<file path="config.mk">
export PLATFORM = sky130hd
export DESIGN_NAME = speed_edge_cost_core
export DESIGN_NICKNAME = d
export VERILOG_FILES = /design/src/hdl/sec_pkg.sv /design/src/hdl/sec_ram.sv /design/src/hdl/sec_mul.sv /design/src/hdl/sec_div.sv /design/src/hdl/speed_edge_cost_core.sv
export SDC_FILE = /design/constraint.sdc
export NUM_CORES = 2
export LEC_CHECK = 0
export BUFFER_PORTS_ARGS = -buffer_cell sky130_fd_sc_hd__buf_2
export CAP_MARGIN = 10
export CORE_MARGIN = 2
export CORE_UTILIZATION = 40
export DETAILED_ROUTE_END_ITERATION = 7
export RECOVER_POWER = 25
export SYNTH_ARGS = -nofsm -noshare
export SYNTH_HDL_FRONTEND = slang
export SYNTH_HIERARCHICAL = 1
export SYNTH_SLANG_ARGS = --single-unit
</file>
<file path="constraint.sdc">
create_clock -name clk -period 29.3 [get_ports clk]
set_input_delay 2.93 -clock clk [delete_from_list [all_inputs] [get_ports clk]]
set_output_delay 2.93 -clock clk [all_outputs]
set_load 0.005 [all_outputs]
</file>
<file path="src/hdl/sec_pkg.sv">
`default_nettype none
package sec_pkg;

    localparam int POS_W      = 20;
    localparam int STEP_W     = 15;
    localparam int THR_W      = 16;
    localparam int WGT_W      = 20;
    localparam int COST_W     = 48;
    localparam int SPEED_W    = 32;
    localparam int TOTAL_W    = COST_W + 2;
    localparam int MUL_W      = 64;
    localparam int DVD_W      = 48;
    localparam int DVS_W      = 20;
    localparam int CFG_IDX_W  = 3;
    localparam int CFG_DATA_W = 20;
    localparam int OP_W       = 2;

    localparam int S_TDATA_W  = 6 * POS_W;
    localparam int S_TUSER_W  = OP_W;
    localparam int M_TDATA_W  = COST_W;
    localparam int M_TUSER_W  = 2;

    localparam int MAX_RANGES_DEF = 8;

    localparam logic [OP_W-1:0] OP_EVAL = 2'd0;
    localparam logic [OP_W-1:0] OP_ADD  = 2'd1;
    localparam logic [OP_W-1:0] OP_CLR  = 2'd2;
    localparam logic [OP_W-1:0] OP_NOP  = 2'd3;

    localparam logic [CFG_IDX_W-1:0] REG_TIME_STEP  = 3'd0;
    localparam logic [CFG_IDX_W-1:0] REG_STOP_THR   = 3'd1;
    localparam logic [CFG_IDX_W-1:0] REG_KEEP_CLEAR = 3'd2;
    localparam logic [CFG_IDX_W-1:0] REG_EXCEED     = 3'd3;
    localparam logic [CFG_IDX_W-1:0] REG_LOW_SPEED  = 3'd4;
    localparam logic [CFG_IDX_W-1:0] REG_CRUISE     = 3'd5;
    localparam logic [CFG_IDX_W-1:0] REG_BASE       = 3'd6;
    localparam logic [CFG_IDX_W-1:0] REG_CRUISE_EN  = 3'd7;

    localparam logic [STEP_W-1:0] RST_TIME_STEP  = 15'd4096;
    localparam logic [THR_W-1:0]  RST_STOP_THR   = 16'd819;
    localparam logic [WGT_W-1:0]  RST_KEEP_CLEAR = 20'd2560;
    localparam logic [WGT_W-1:0]  RST_EXCEED     = 20'd256000;
    localparam logic [WGT_W-1:0]  RST_LOW_SPEED  = 20'd2560;
    localparam logic [WGT_W-1:0]  RST_CRUISE     = 20'd2560;
    localparam logic [WGT_W-1:0]  RST_BASE       = 20'd256000;

    localparam logic [COST_W-1:0] COST_MAX = {COST_W{1'b1}};

    typedef struct packed {
        logic busy;
        logic done;
    } unit_stat_t;

    typedef enum logic [1:0] {
        T_KEEP   = 2'd0,
        T_LIMIT  = 2'd1,
        T_CRUISE = 2'd2,
        T_END    = 2'd3
    } term_t;

    typedef enum logic [9:0] {
        S_IDLE  = 10'b0000000001,
        S_SPEED = 10'b0000000010,
        S_SCAN  = 10'b0000000100,
        S_NEXT  = 10'b0000001000,
        S_WB    = 10'b0000010000,
        S_WT    = 10'b0000100000,
        S_DIV   = 10'b0001000000,
        S_M1    = 10'b0010000000,
        S_M2    = 10'b0100000000,
        S_OUT   = 10'b1000000000
    } state_t;

    function automatic logic [COST_W-1:0] clamp_cost(input logic [MUL_W-1:0] v);
        logic [COST_W-1:0] r;
        if (|v[MUL_W-1:COST_W]) r = COST_MAX;
        else r = v[COST_W-1:0];
        return r;
    endfunction

endpackage
`default_nettype wire

</file>
<file path="src/hdl/sec_ram.sv">
`default_nettype none
module sec_ram #(
    parameter int WIDTH = 40,
    parameter int DEPTH = 8,
    parameter int AW    = (DEPTH > 1) ? $clog2(DEPTH) : 1
) (
    input  wire logic             clk,
    input  wire logic             we,
    input  wire logic [AW-1:0]    waddr,
    input  wire logic [WIDTH-1:0] wdata,
    input  wire logic [AW-1:0]    raddr,
    output logic      [WIDTH-1:0] rdata
);
    logic [WIDTH-1:0] mem_reg [DEPTH];

    always_ff @(posedge clk)
    begin
        if (we)
        begin
            mem_reg[waddr] <= wdata;
        end
        rdata <= mem_reg[raddr];
    end
endmodule
`default_nettype wire

</file>
<file path="src/hdl/sec_mul.sv">
`default_nettype none
module sec_mul (
    input  wire logic                      clk,
    input  wire logic                      rst_n,
    input  wire logic                      start,
    input  wire logic [sec_pkg::MUL_W-1:0] a,
    input  wire logic [sec_pkg::MUL_W-1:0] b,
    output logic      [sec_pkg::MUL_W-1:0] p,
    output sec_pkg::unit_stat_t            stat
);
    import sec_pkg::*;

    localparam int CNT_W = $clog2(MUL_W);

    logic [MUL_W-1:0] a_reg, b_reg, acc_reg;
    logic             ovf_reg;
    logic [CNT_W-1:0] cnt_reg;
    logic             busy_reg, done_reg;
    logic [MUL_W+1:0] sum_next;

    // One multiplier bit per cycle, most significant first. The partial
    // product only grows, so an overflow seen on the way saturates the result.
    always_comb
    begin
        sum_next = {1'b0, acc_reg, 1'b0}
                 + {2'b00, (b_reg[MUL_W-1] ? a_reg : {MUL_W{1'b0}})};
    end

    always_ff @(posedge clk or negedge rst_n)
    begin
        if (!rst_n)
        begin
            busy_reg <= 1'b0;
            done_reg <= 1'b0;
            cnt_reg  <= '0;
        end
        else
        begin
            done_reg <= busy_reg && (cnt_reg == CNT_W'(MUL_W - 1));
            if (start)
            begin
                busy_reg <= 1'b1;
                cnt_reg  <= '0;
            end
            else if (busy_reg)
            begin
                cnt_reg <= cnt_reg + 1'b1;
                if (cnt_reg == CNT_W'(MUL_W - 1))
                begin
                    busy_reg <= 1'b0;
                end
            end
        end
    end

    always_ff @(posedge clk)
    begin
        if (start)
        begin
            a_reg   <= a;
            b_reg   <= b;
            acc_reg <= '0;
            ovf_reg <= 1'b0;
        end
        else if (busy_reg)
        begin
            acc_reg <= sum_next[MUL_W-1:0];
            ovf_reg <= ovf_reg | (|sum_next[MUL_W+1:MUL_W]);
            b_reg   <= {b_reg[MUL_W-2:0], 1'b0};
        end
    end

    assign p         = ovf_reg ? {MUL_W{1'b1}} : acc_reg;
    assign stat.busy = busy_reg;
    assign stat.done = done_reg;
endmodule
`default_nettype wire

</file>
<file path="src/hdl/sec_div.sv">
`default_nettype none
module sec_div (
    input  wire logic                      clk,
    input  wire logic                      rst_n,
    input  wire logic                      start,
    input  wire logic [sec_pkg::DVD_W-1:0] dividend,
    input  wire logic [sec_pkg::DVS_W-1:0] divisor,
    output logic      [sec_pkg::DVD_W-1:0] quotient,
    output sec_pkg::unit_stat_t            stat
);
    import sec_pkg::*;

    localparam int CNT_W = $clog2(DVD_W);

    logic [DVD_W-1:0] q_reg;
    logic [DVS_W-1:0] rem_reg, dvs_reg;
    logic [CNT_W-1:0] cnt_reg;
    logic             busy_reg, done_reg;
    logic [DVS_W:0]   trial;
    logic             ge;
    logic [DVS_W:0]   diff;

    // Restoring division, one quotient bit per cycle. The dividend shifts out
    // of the top of q_reg while quotient bits enter at the bottom.
    always_comb
    begin
        trial = {rem_reg, q_reg[DVD_W-1]};
        ge    = trial >= {1'b0, dvs_reg};
        diff  = trial - {1'b0, dvs_reg};
    end

    always_ff @(posedge clk or negedge rst_n)
    begin
        if (!rst_n)
        begin
            busy_reg <= 1'b0;
            done_reg <= 1'b0;
            cnt_reg  <= '0;
        end
        else
        begin
            done_reg <= busy_reg && (cnt_reg == CNT_W'(DVD_W - 1));
            if (start)
            begin
                busy_reg <= 1'b1;
                cnt_reg  <= '0;
            end
            else if (busy_reg)
            begin
                cnt_reg <= cnt_reg + 1'b1;
                if (cnt_reg == CNT_W'(DVD_W - 1))
                begin
                    busy_reg <= 1'b0;
                end
            end
        end
    end

    always_ff @(posedge clk)
    begin
        if (start)
        begin
            q_reg   <= dividend;
            dvs_reg <= divisor;
            rem_reg <= '0;
        end
        else if (busy_reg)
        begin
            rem_reg <= ge ? diff[DVS_W-1:0] : trial[DVS_W-1:0];
            q_reg   <= {q_reg[DVD_W-2:0], ge};
        end
    end

    assign quotient  = q_reg;
    assign stat.busy = busy_reg;
    assign stat.done = done_reg;
endmodule
`default_nettype wire

</file>
<file path="src/hdl/speed_edge_cost_core.sv">
`default_nettype none
// Speed cost of one position-time grid edge, built around a bit-serial
// 64-bit saturating multiplier and a bit-serial 48/20-bit divider, one at a
// time. Add, clear and unused requests, and a backward edge (which answers with
// the infinite flag), put their result through the result registers into the
// output register. An evaluate request runs the speed division, the
// keep-clear scan of the range store (only when the speed is below the stop
// threshold), a decision per term whether it applies followed by a finishing
// step, and for each active term two multiplications for the weight
// scaling; the limit term adds a division and one multiplication (two when
// over the limit), the cruise term one more multiplication. The result then
// moves to the output register; the serial multiplier sets most of the
// evaluation time. A new request is taken only after the previous result has
// reached the output register. The range store is a small RAM holding up to
// MAX_RANGES entries; entries are never sorted or merged.
module speed_edge_cost_core #(
    parameter int MAX_RANGES = sec_pkg::MAX_RANGES_DEF
) (
    input  wire logic                           clk,
    input  wire logic                           rst_n,
    // tdata: start_position, end_position, limit, cruise target,
    //        range_low, range_high (20 bits each, lowest first)
    input  wire logic [sec_pkg::S_TDATA_W-1:0]  s_tdata,
    // tuser: operation
    input  wire logic [sec_pkg::S_TUSER_W-1:0]  s_tuser,
    input  wire logic                           s_tvalid,
    output logic                                s_tready,
    // tdata: edge_cost
    output logic      [sec_pkg::M_TDATA_W-1:0]  m_tdata,
    // tuser: cost_infinite, status
    output logic      [sec_pkg::M_TUSER_W-1:0]  m_tuser,
    output logic                                m_tvalid,
    input  wire logic                           m_tready,
    input  wire logic                           cfg_we,
    input  wire logic [sec_pkg::CFG_IDX_W-1:0]  cfg_index,
    input  wire logic [sec_pkg::CFG_DATA_W-1:0] cfg_data
);
    import sec_pkg::*;

    localparam int CNT_W = $clog2(MAX_RANGES + 1);
    localparam int AW    = (MAX_RANGES > 1) ? $clog2(MAX_RANGES) : 1;
    localparam int ENT_W = 2 * POS_W;

    // configuration
    logic [STEP_W-1:0] ts_reg;
    logic [THR_W-1:0]  thr_reg;
    logic [WGT_W-1:0]  kc_reg, ex_reg, lo_reg, cr_reg, base_reg;
    logic              en_reg;

    state_t state_reg, state_next;
    term_t  term_reg, term_next;

    logic [CNT_W-1:0]   count_reg, count_next;
    logic [CNT_W-1:0]   scan_idx_reg, scan_idx_next;
    logic               scan_vld_reg, scan_vld_next;
    logic               hit_reg, hit_next;
    logic [POS_W-1:0]   end_reg, end_next;
    logic [POS_W-1:0]   lim_reg, lim_next;
    logic [POS_W-1:0]   cru_reg, cru_next;
    logic [SPEED_W-1:0] speed_reg, speed_next;
    logic [MUL_W-1:0]   kt_reg, kt_next;
    logic [DVD_W-1:0]   d_reg, d_next;
    logic [TOTAL_W-1:0] total_reg, total_next;
    logic [COST_W-1:0]  res_cost_reg, res_cost_next;
    logic               res_inf_reg, res_inf_next;
    logic               res_stat_reg, res_stat_next;
    logic [COST_W-1:0]  out_cost_reg, out_cost_next;
    logic               out_inf_reg, out_inf_next;
    logic               out_stat_reg, out_stat_next;
    logic               out_vld_reg, out_vld_next;

    logic [POS_W-1:0] in_start, in_end, in_lim, in_cru, in_lo, in_hi;
    logic [OP_W-1:0]  in_op;

    logic [STEP_W-1:0]  eff_step;
    logic               over, issue, match;
    logic [SPEED_W-1:0] lim_diff, cru_diff;
    logic [WGT_W-1:0]   term_w;

    logic             mul_start, div_start, ram_we;
    logic [MUL_W-1:0] mul_a, mul_b, mul_p;
    logic [DVD_W-1:0] div_dvd, div_q;
    logic [DVS_W-1:0] div_dvs;
    logic [ENT_W-1:0] ram_rdata;
    unit_stat_t       mul_stat, div_stat;

    assign in_start = s_tdata[POS_W-1:0];
    assign in_end   = s_tdata[2*POS_W-1:POS_W];
    assign in_lim   = s_tdata[3*POS_W-1:2*POS_W];
    assign in_cru   = s_tdata[4*POS_W-1:3*POS_W];
    assign in_lo    = s_tdata[5*POS_W-1:4*POS_W];
    assign in_hi    = s_tdata[6*POS_W-1:5*POS_W];
    assign in_op    = s_tuser;

    assign eff_step = (ts_reg == '0) ? STEP_W'(1) : ts_reg;
    assign over     = speed_reg > SPEED_W'(lim_reg);
    assign lim_diff = over ? speed_reg - SPEED_W'(lim_reg) : SPEED_W'(lim_reg) - speed_reg;
    assign cru_diff = (speed_reg >= SPEED_W'(cru_reg)) ? speed_reg - SPEED_W'(cru_reg)
                                                       : SPEED_W'(cru_reg) - speed_reg;
    assign issue    = scan_idx_reg < count_reg;
    assign match    = (ram_rdata[POS_W-1:0] <= end_reg)
                   && (ram_rdata[ENT_W-1:POS_W] >= end_reg);

    always_comb
    begin
        case (term_reg)
            T_KEEP:   term_w = kc_reg;
            T_LIMIT:  term_w = over ? ex_reg : lo_reg;
            T_CRUISE: term_w = cr_reg;
            default:  term_w = '0;
        endcase
    end

    always_ff @(posedge clk or negedge rst_n)
    begin
        if (!rst_n)
        begin
            ts_reg   <= RST_TIME_STEP;
            thr_reg  <= RST_STOP_THR;
            kc_reg   <= RST_KEEP_CLEAR;
            ex_reg   <= RST_EXCEED;
            lo_reg   <= RST_LOW_SPEED;
            cr_reg   <= RST_CRUISE;
            base_reg <= RST_BASE;
            en_reg   <= 1'b0;
        end
        else if (cfg_we)
        begin
            case (cfg_index)
                REG_TIME_STEP:  ts_reg   <= cfg_data[STEP_W-1:0];
                REG_STOP_THR:   thr_reg  <= cfg_data[THR_W-1:0];
                REG_KEEP_CLEAR: kc_reg   <= cfg_data[WGT_W-1:0];
                REG_EXCEED:     ex_reg   <= cfg_data[WGT_W-1:0];
                REG_LOW_SPEED:  lo_reg   <= cfg_data[WGT_W-1:0];
                REG_CRUISE:     cr_reg   <= cfg_data[WGT_W-1:0];
                REG_BASE:       base_reg <= cfg_data[WGT_W-1:0];
                REG_CRUISE_EN:  en_reg   <= cfg_data[0];
                default:        ;
            endcase
        end
    end

    always_comb
    begin
        state_next    = state_reg;
        term_next     = term_reg;
        count_next    = count_reg;
        scan_idx_next = scan_idx_reg;
        scan_vld_next = scan_vld_reg;
        hit_next      = hit_reg;
        end_next      = end_reg;
        lim_next      = lim_reg;
        cru_next      = cru_reg;
        speed_next    = speed_reg;
        kt_next       = kt_reg;
        d_next        = d_reg;
        total_next    = total_reg;
        res_cost_next = res_cost_reg;
        res_inf_next  = res_inf_reg;
        res_stat_next = res_stat_reg;
        out_cost_next = out_cost_reg;
        out_inf_next  = out_inf_reg;
        out_stat_next = out_stat_reg;
        out_vld_next  = out_vld_reg && !m_tready;
        mul_start     = 1'b0;
        mul_a         = '0;
        mul_b         = '0;
        div_start     = 1'b0;
        div_dvd       = '0;
        div_dvs       = '0;
        ram_we        = 1'b0;

        case (state_reg)
            S_IDLE:
            begin
                if (s_tvalid)
                begin
                    res_cost_next = '0;
                    res_inf_next  = 1'b0;
                    res_stat_next = 1'b0;
                    state_next    = S_OUT;
                    case (in_op)
                        OP_ADD:
                        begin
                            if (count_reg >= CNT_W'(MAX_RANGES))
                            begin
                                res_stat_next = 1'b1;
                            end
                            else
                            begin
                                ram_we     = 1'b1;
                                count_next = count_reg + 1'b1;
                            end
                        end
                        OP_CLR:
                        begin
                            count_next = '0;
                        end
                        OP_EVAL:
                        begin
                            if (in_end < in_start)
                            begin
                                res_cost_next = COST_MAX;
                                res_inf_next  = 1'b1;
                            end
                            else
                            begin
                                div_start  = 1'b1;
                                div_dvd    = {{(DVD_W - POS_W - 12){1'b0}},
                                              in_end - in_start, 12'b0};
                                div_dvs    = DVS_W'(eff_step);
                                end_next   = in_end;
                                lim_next   = (in_lim == '0) ? POS_W'(1) : in_lim;
                                cru_next   = in_cru;
                                total_next = '0;
                                state_next = S_SPEED;
                            end
                        end
                        default: ;
                    endcase
                end
            end
            S_SPEED:
            begin
                if (div_stat.done)
                begin
                    speed_next    = div_q[SPEED_W-1:0];
                    hit_next      = 1'b0;
                    term_next     = T_KEEP;
                    scan_idx_next = '0;
                    scan_vld_next = 1'b0;
                    if (div_q[SPEED_W-1:0] < SPEED_W'(thr_reg))
                    begin
                        state_next = S_SCAN;
                    end
                    else
                    begin
                        state_next = S_NEXT;
                    end
                end
            end
            S_SCAN:
            begin
                // The RAM read port is registered, so read data arrives in the cycle after its address.
                scan_vld_next = issue;
                if (issue)
                begin
                    scan_idx_next = scan_idx_reg + 1'b1;
                end
                if (scan_vld_reg && match)
                begin
                    hit_next   = 1'b1;
                    state_next = S_NEXT;
                end
                else if (!issue)
                begin
                    state_next = S_NEXT;
                end
            end
            S_NEXT:
            begin
                if (term_reg == T_END)
                begin
                    res_cost_next = clamp_cost(MUL_W'(total_reg));
                    state_next    = S_OUT;
                end
                else if ((term_reg == T_KEEP && hit_reg)
                      || (term_reg == T_LIMIT && speed_reg != SPEED_W'(lim_reg))
                      || (term_reg == T_CRUISE && en_reg))
                begin
                    mul_start  = 1'b1;
                    mul_a      = MUL_W'(term_w);
                    mul_b      = MUL_W'(base_reg);
                    state_next = S_WB;
                end
                else
                begin
                    term_next = term_t'(term_reg + 1'b1);
                end
            end
            S_WB:
            begin
                if (mul_stat.done)
                begin
                    mul_start  = 1'b1;
                    mul_a      = mul_p;
                    mul_b      = MUL_W'(eff_step);
                    state_next = S_WT;
                end
            end
            S_WT:
            begin
                if (mul_stat.done)
                begin
                    kt_next = mul_p >> 20;
                    case (term_reg)
                        T_KEEP:
                        begin
                            total_next = total_reg + TOTAL_W'(clamp_cost(mul_p >> 20));
                            term_next  = T_LIMIT;
                            state_next = S_NEXT;
                        end
                        T_LIMIT:
                        begin
                            div_start  = 1'b1;
                            div_dvd    = {lim_diff, 16'b0};
                            div_dvs    = lim_reg;
                            state_next = S_DIV;
                        end
                        default:
                        begin
                            mul_start  = 1'b1;
                            mul_a      = mul_p >> 20;
                            mul_b      = MUL_W'(cru_diff);
                            state_next = S_M1;
                        end
                    endcase
                end
            end
            S_DIV:
            begin
                if (div_stat.done)
                begin
                    d_next     = div_q;
                    mul_start  = 1'b1;
                    mul_a      = kt_reg;
                    mul_b      = MUL_W'(div_q);
                    state_next = S_M1;
                end
            end
            S_M1:
            begin
                if (mul_stat.done)
                begin
                    if (term_reg == T_LIMIT && over)
                    begin
                        mul_start  = 1'b1;
                        mul_a      = mul_p >> 16;
                        mul_b      = MUL_W'(d_reg);
                        state_next = S_M2;
                    end
                    else if (term_reg == T_LIMIT)
                    begin
                        total_next = total_reg + TOTAL_W'(clamp_cost(mul_p >> 16));
                        term_next  = T_CRUISE;
                        state_next = S_NEXT;
                    end
                    else
                    begin
                        total_next = total_reg + TOTAL_W'(clamp_cost(mul_p >> 12));
                        term_next  = T_END;
                        state_next = S_NEXT;
                    end
                end
            end
            S_M2:
            begin
                if (mul_stat.done)
                begin
                    total_next = total_reg + TOTAL_W'(clamp_cost(mul_p >> 16));
                    term_next  = T_CRUISE;
                    state_next = S_NEXT;
                end
            end
            S_OUT:
            begin
                if (!out_vld_reg || m_tready)
                begin
                    out_cost_next = res_cost_reg;
                    out_inf_next  = res_inf_reg;
                    out_stat_next = res_stat_reg;
                    out_vld_next  = 1'b1;
                    state_next    = S_IDLE;
                end
            end
            default:
            begin
                state_next = S_IDLE;
            end
        endcase
    end

    always_ff @(posedge clk or negedge rst_n)
    begin
        if (!rst_n)
        begin
            state_reg    <= S_IDLE;
            term_reg     <= T_KEEP;
            count_reg    <= '0;
            scan_idx_reg <= '0;
            scan_vld_reg <= 1'b0;
            out_vld_reg  <= 1'b0;
        end
        else
        begin
            state_reg    <= state_next;
            term_reg     <= term_next;
            count_reg    <= count_next;
            scan_idx_reg <= scan_idx_next;
            scan_vld_reg <= scan_vld_next;
            out_vld_reg  <= out_vld_next;
        end
    end

    always_ff @(posedge clk)
    begin
        hit_reg      <= hit_next;
        end_reg      <= end_next;
        lim_reg      <= lim_next;
        cru_reg      <= cru_next;
        speed_reg    <= speed_next;
        kt_reg       <= kt_next;
        d_reg        <= d_next;
        total_reg    <= total_next;
        res_cost_reg <= res_cost_next;
        res_inf_reg  <= res_inf_next;
        res_stat_reg <= res_stat_next;
        out_cost_reg <= out_cost_next;
        out_inf_reg  <= out_inf_next;
        out_stat_reg <= out_stat_next;
    end

    sec_mul u_mul (
        .clk   (clk),
        .rst_n (rst_n),
        .start (mul_start),
        .a     (mul_a),
        .b     (mul_b),
        .p     (mul_p),
        .stat  (mul_stat)
    );

    sec_div u_div (
        .clk      (clk),
        .rst_n    (rst_n),
        .start    (div_start),
        .dividend (div_dvd),
        .divisor  (div_dvs),
        .quotient (div_q),
        .stat     (div_stat)
    );

    sec_ram #(
        .WIDTH (ENT_W),
        .DEPTH (MAX_RANGES),
        .AW    (AW)
    ) u_ram (
        .clk   (clk),
        .we    (ram_we),
        .waddr (count_reg[AW-1:0]),
        .wdata ({in_hi, in_lo}),
        .raddr (scan_idx_reg[AW-1:0]),
        .rdata (ram_rdata)
    );

    assign s_tready = (state_reg == S_IDLE);
    assign m_tvalid = out_vld_reg;
    assign m_tdata  = out_cost_reg;
    assign m_tuser  = {out_stat_reg, out_inf_reg};
endmodule
`default_nettype wire

</file>
==> metrics.txt <==
drt pass-1 iters=8; Critical Path Start=s_tdata[20]; worst-path fanout max=41; pwr dens=92.3 nW/um2; # IOs=between 200 and 250; placer's final routability congestion estimate=0.950; row cnt=148; mapped cell area=65900 um2; Setup Skew=0.0591 ns; DP HPWL=142000 um; Final min period=8.41 ns; Starting Density=0.404; total stage count of the critical path=16; Horiz. Die Dim=410 um; Switching Share=0.396; hold path depth=0; Worst path slowest cell=or4_1; post-synthesis cell count=5912; crit path kind=in2reg; Max Clock Freq=119 MHz; cells along the critical path=buf_2 > inv_1 > ha_1 > inv_1 > fa_1 > a21o_1 > a21oi_1 > o21ai_1 > a31oi_1 > o21ai_1 > a211o_1 > o41ai_1 > or4_1 > nand2_4 > or2_2 > buf_4; 1st-iter DRT viols=between 4000 and 5000; total track usage=0.233; Die H=slightly above 400 um; leak pwr=28.3 nW; FF-to-FF path depth=20; period utilization=0.287; Crit path largest cell delay=0.83 ns; Mapped Avg Cell Area=approximately 11 um2; GRT overflow=0; post-route ant nets=0; Max VDD drop=62.3 uV; via count=48800; TritonCTS buffer count=approximately 130; worst r2r src=u_mul/ovf_reg; RSZ-0062 raised after global routing=false; Max clock buf depth=3; crit end category=flop; Logic pwr share=0.416; layout cells sized above 1=0.130; CTS tree=yes; WHS=0.414 ns; part of the power in registers=0.334; Worst Hold Class=reg2reg; Slew Limit Fails=269; post-CTS sizing=0; post-CTS setup repair buffer count=0; Data required, critical path=a little under 30 ns; Clock transition at path regs=approximately 0.060 ns; CP startpoint kind=input port; Core ar.=163000 um2; IO buf count=between 200 and 250; Routed Wire Length=200000 um; Final Hold Viols=0; TritonCTS sink count=1146; max-cap violation count=6; R2R setup slack=about 22 ns; failing checks=DRC, capacitance limit, slew limit; Final #Nets=6578; hold-fix buffers at CTS=0; Slew HR=-1.50; Fin Setup TNS=0 ns; first-pass GRT wire length=300000 um; FF-to-FF End=total_reg[44]; Avg WL per Cell=around 24 um; Die Footprint=168000 um2; P_int=just over 4 mW; Clock power frac=0.250; largest net degree at the start of global routing=roughly 120; crit-path leading delay family=compound AO/OA/AOI/OAI gates; initial antenna violation count=20; area delta synth->final=11.6%; # setup viols final=0; Clock Latency Late Sink=0.76 ns; Yosys warning total=6; capture point of the worst path=u_div/quotient[14]; htree depth=4; vias per inst=5.87; Worst EP arrival=8.87 ns; drt drc=4; switching power=~2.7 mW; max FFs per register=320; outcome=finished with violations; WP buf/inv=4; vias in the first global route=47200; Tightest Pin Transition=3.75 ns; CTS root buffer=clkbuf_16
==> power by group through the flow <==
| stage | combinational (mW) | clock, mW | sequential (mW) |
|---|---|---|---|
| final | 2.82 | 1.70 | 2.26 |
| after global routing | 3.10 | 1.80 | 2.28 |
| after CTS | 2.79 | 1.73 | 2.26 |
| after detailed placement | 2.77 | 0 | 2.29 |
| after global placement | 2.74 | 0 | 2.29 |
| after floorplan | 2.06 | 0 | 2.19 |
==> layout by cell type (no fill, tap or decap), types with 153 or more instances in the layout <==
cell and n:
edfxtp_1 851, nand2_1 501, ha_1 391, nor2_1 386
a21oi_1 353, o21ai_0 276, mux2_2 269, inv_1 242
a21o_1 172, xnor2_1 153
==> how the worst min path moves through the flow <==
stage | start | end
2_1_floorplan | res_cost_reg[0] | m_tdata[0]
6_report | res_cost_reg[24] | m_tdata[24]
3_3_place_gp | res_cost_reg[0] | m_tdata[0]
4_1_cts | res_cost_reg[47] | m_tdata[47]
5_1_grt | res_cost_reg[37] | m_tdata[37]
3_5_place_dp | res_cost_reg[18] | m_tdata[18]
==> stage by stage <==
stage          power (mW)  area, um2  std cells  setup WS (ns)  utilization
6_report             6.78      73500       8316          20.89        0.450
5_1_grt              7.19      73500       8313          20.42        0.450
4_1_cts              6.78      73600       8312          20.85        0.451
3_5_place_dp         5.06      69100       8067          20.06        0.423
3_3_place_gp         5.03      69100       8067          20.14        0.423
2_1_floorplan        4.25      66000       5939          16.19            -
==> per-layer routing <==
layer | routed length [um] | vias up | GRT usage
met5 | 103 | - | 0
met4 | 6280 | 16 | 0.0737
met3 | 13600 | 333 | 0.0360
met2 | 91300 | 1735 | 0.368
met1 | 89200 | 24200 | 0.327
li1 | - | 22500 | -
==> final cells by class <==
type                    instances  area (um2)
repair buffers                265        1400
clock buffers                 161        3480
flip-flops and latches       1146       32300
clock inverters                84        1020
multi-input cells            4236       31600
well taps                    2175        2720
inverters                     245         921
fillers                     15200       89700
diodes                          4        10.0
Note: power is estimated with default switching activity, not from simulation.
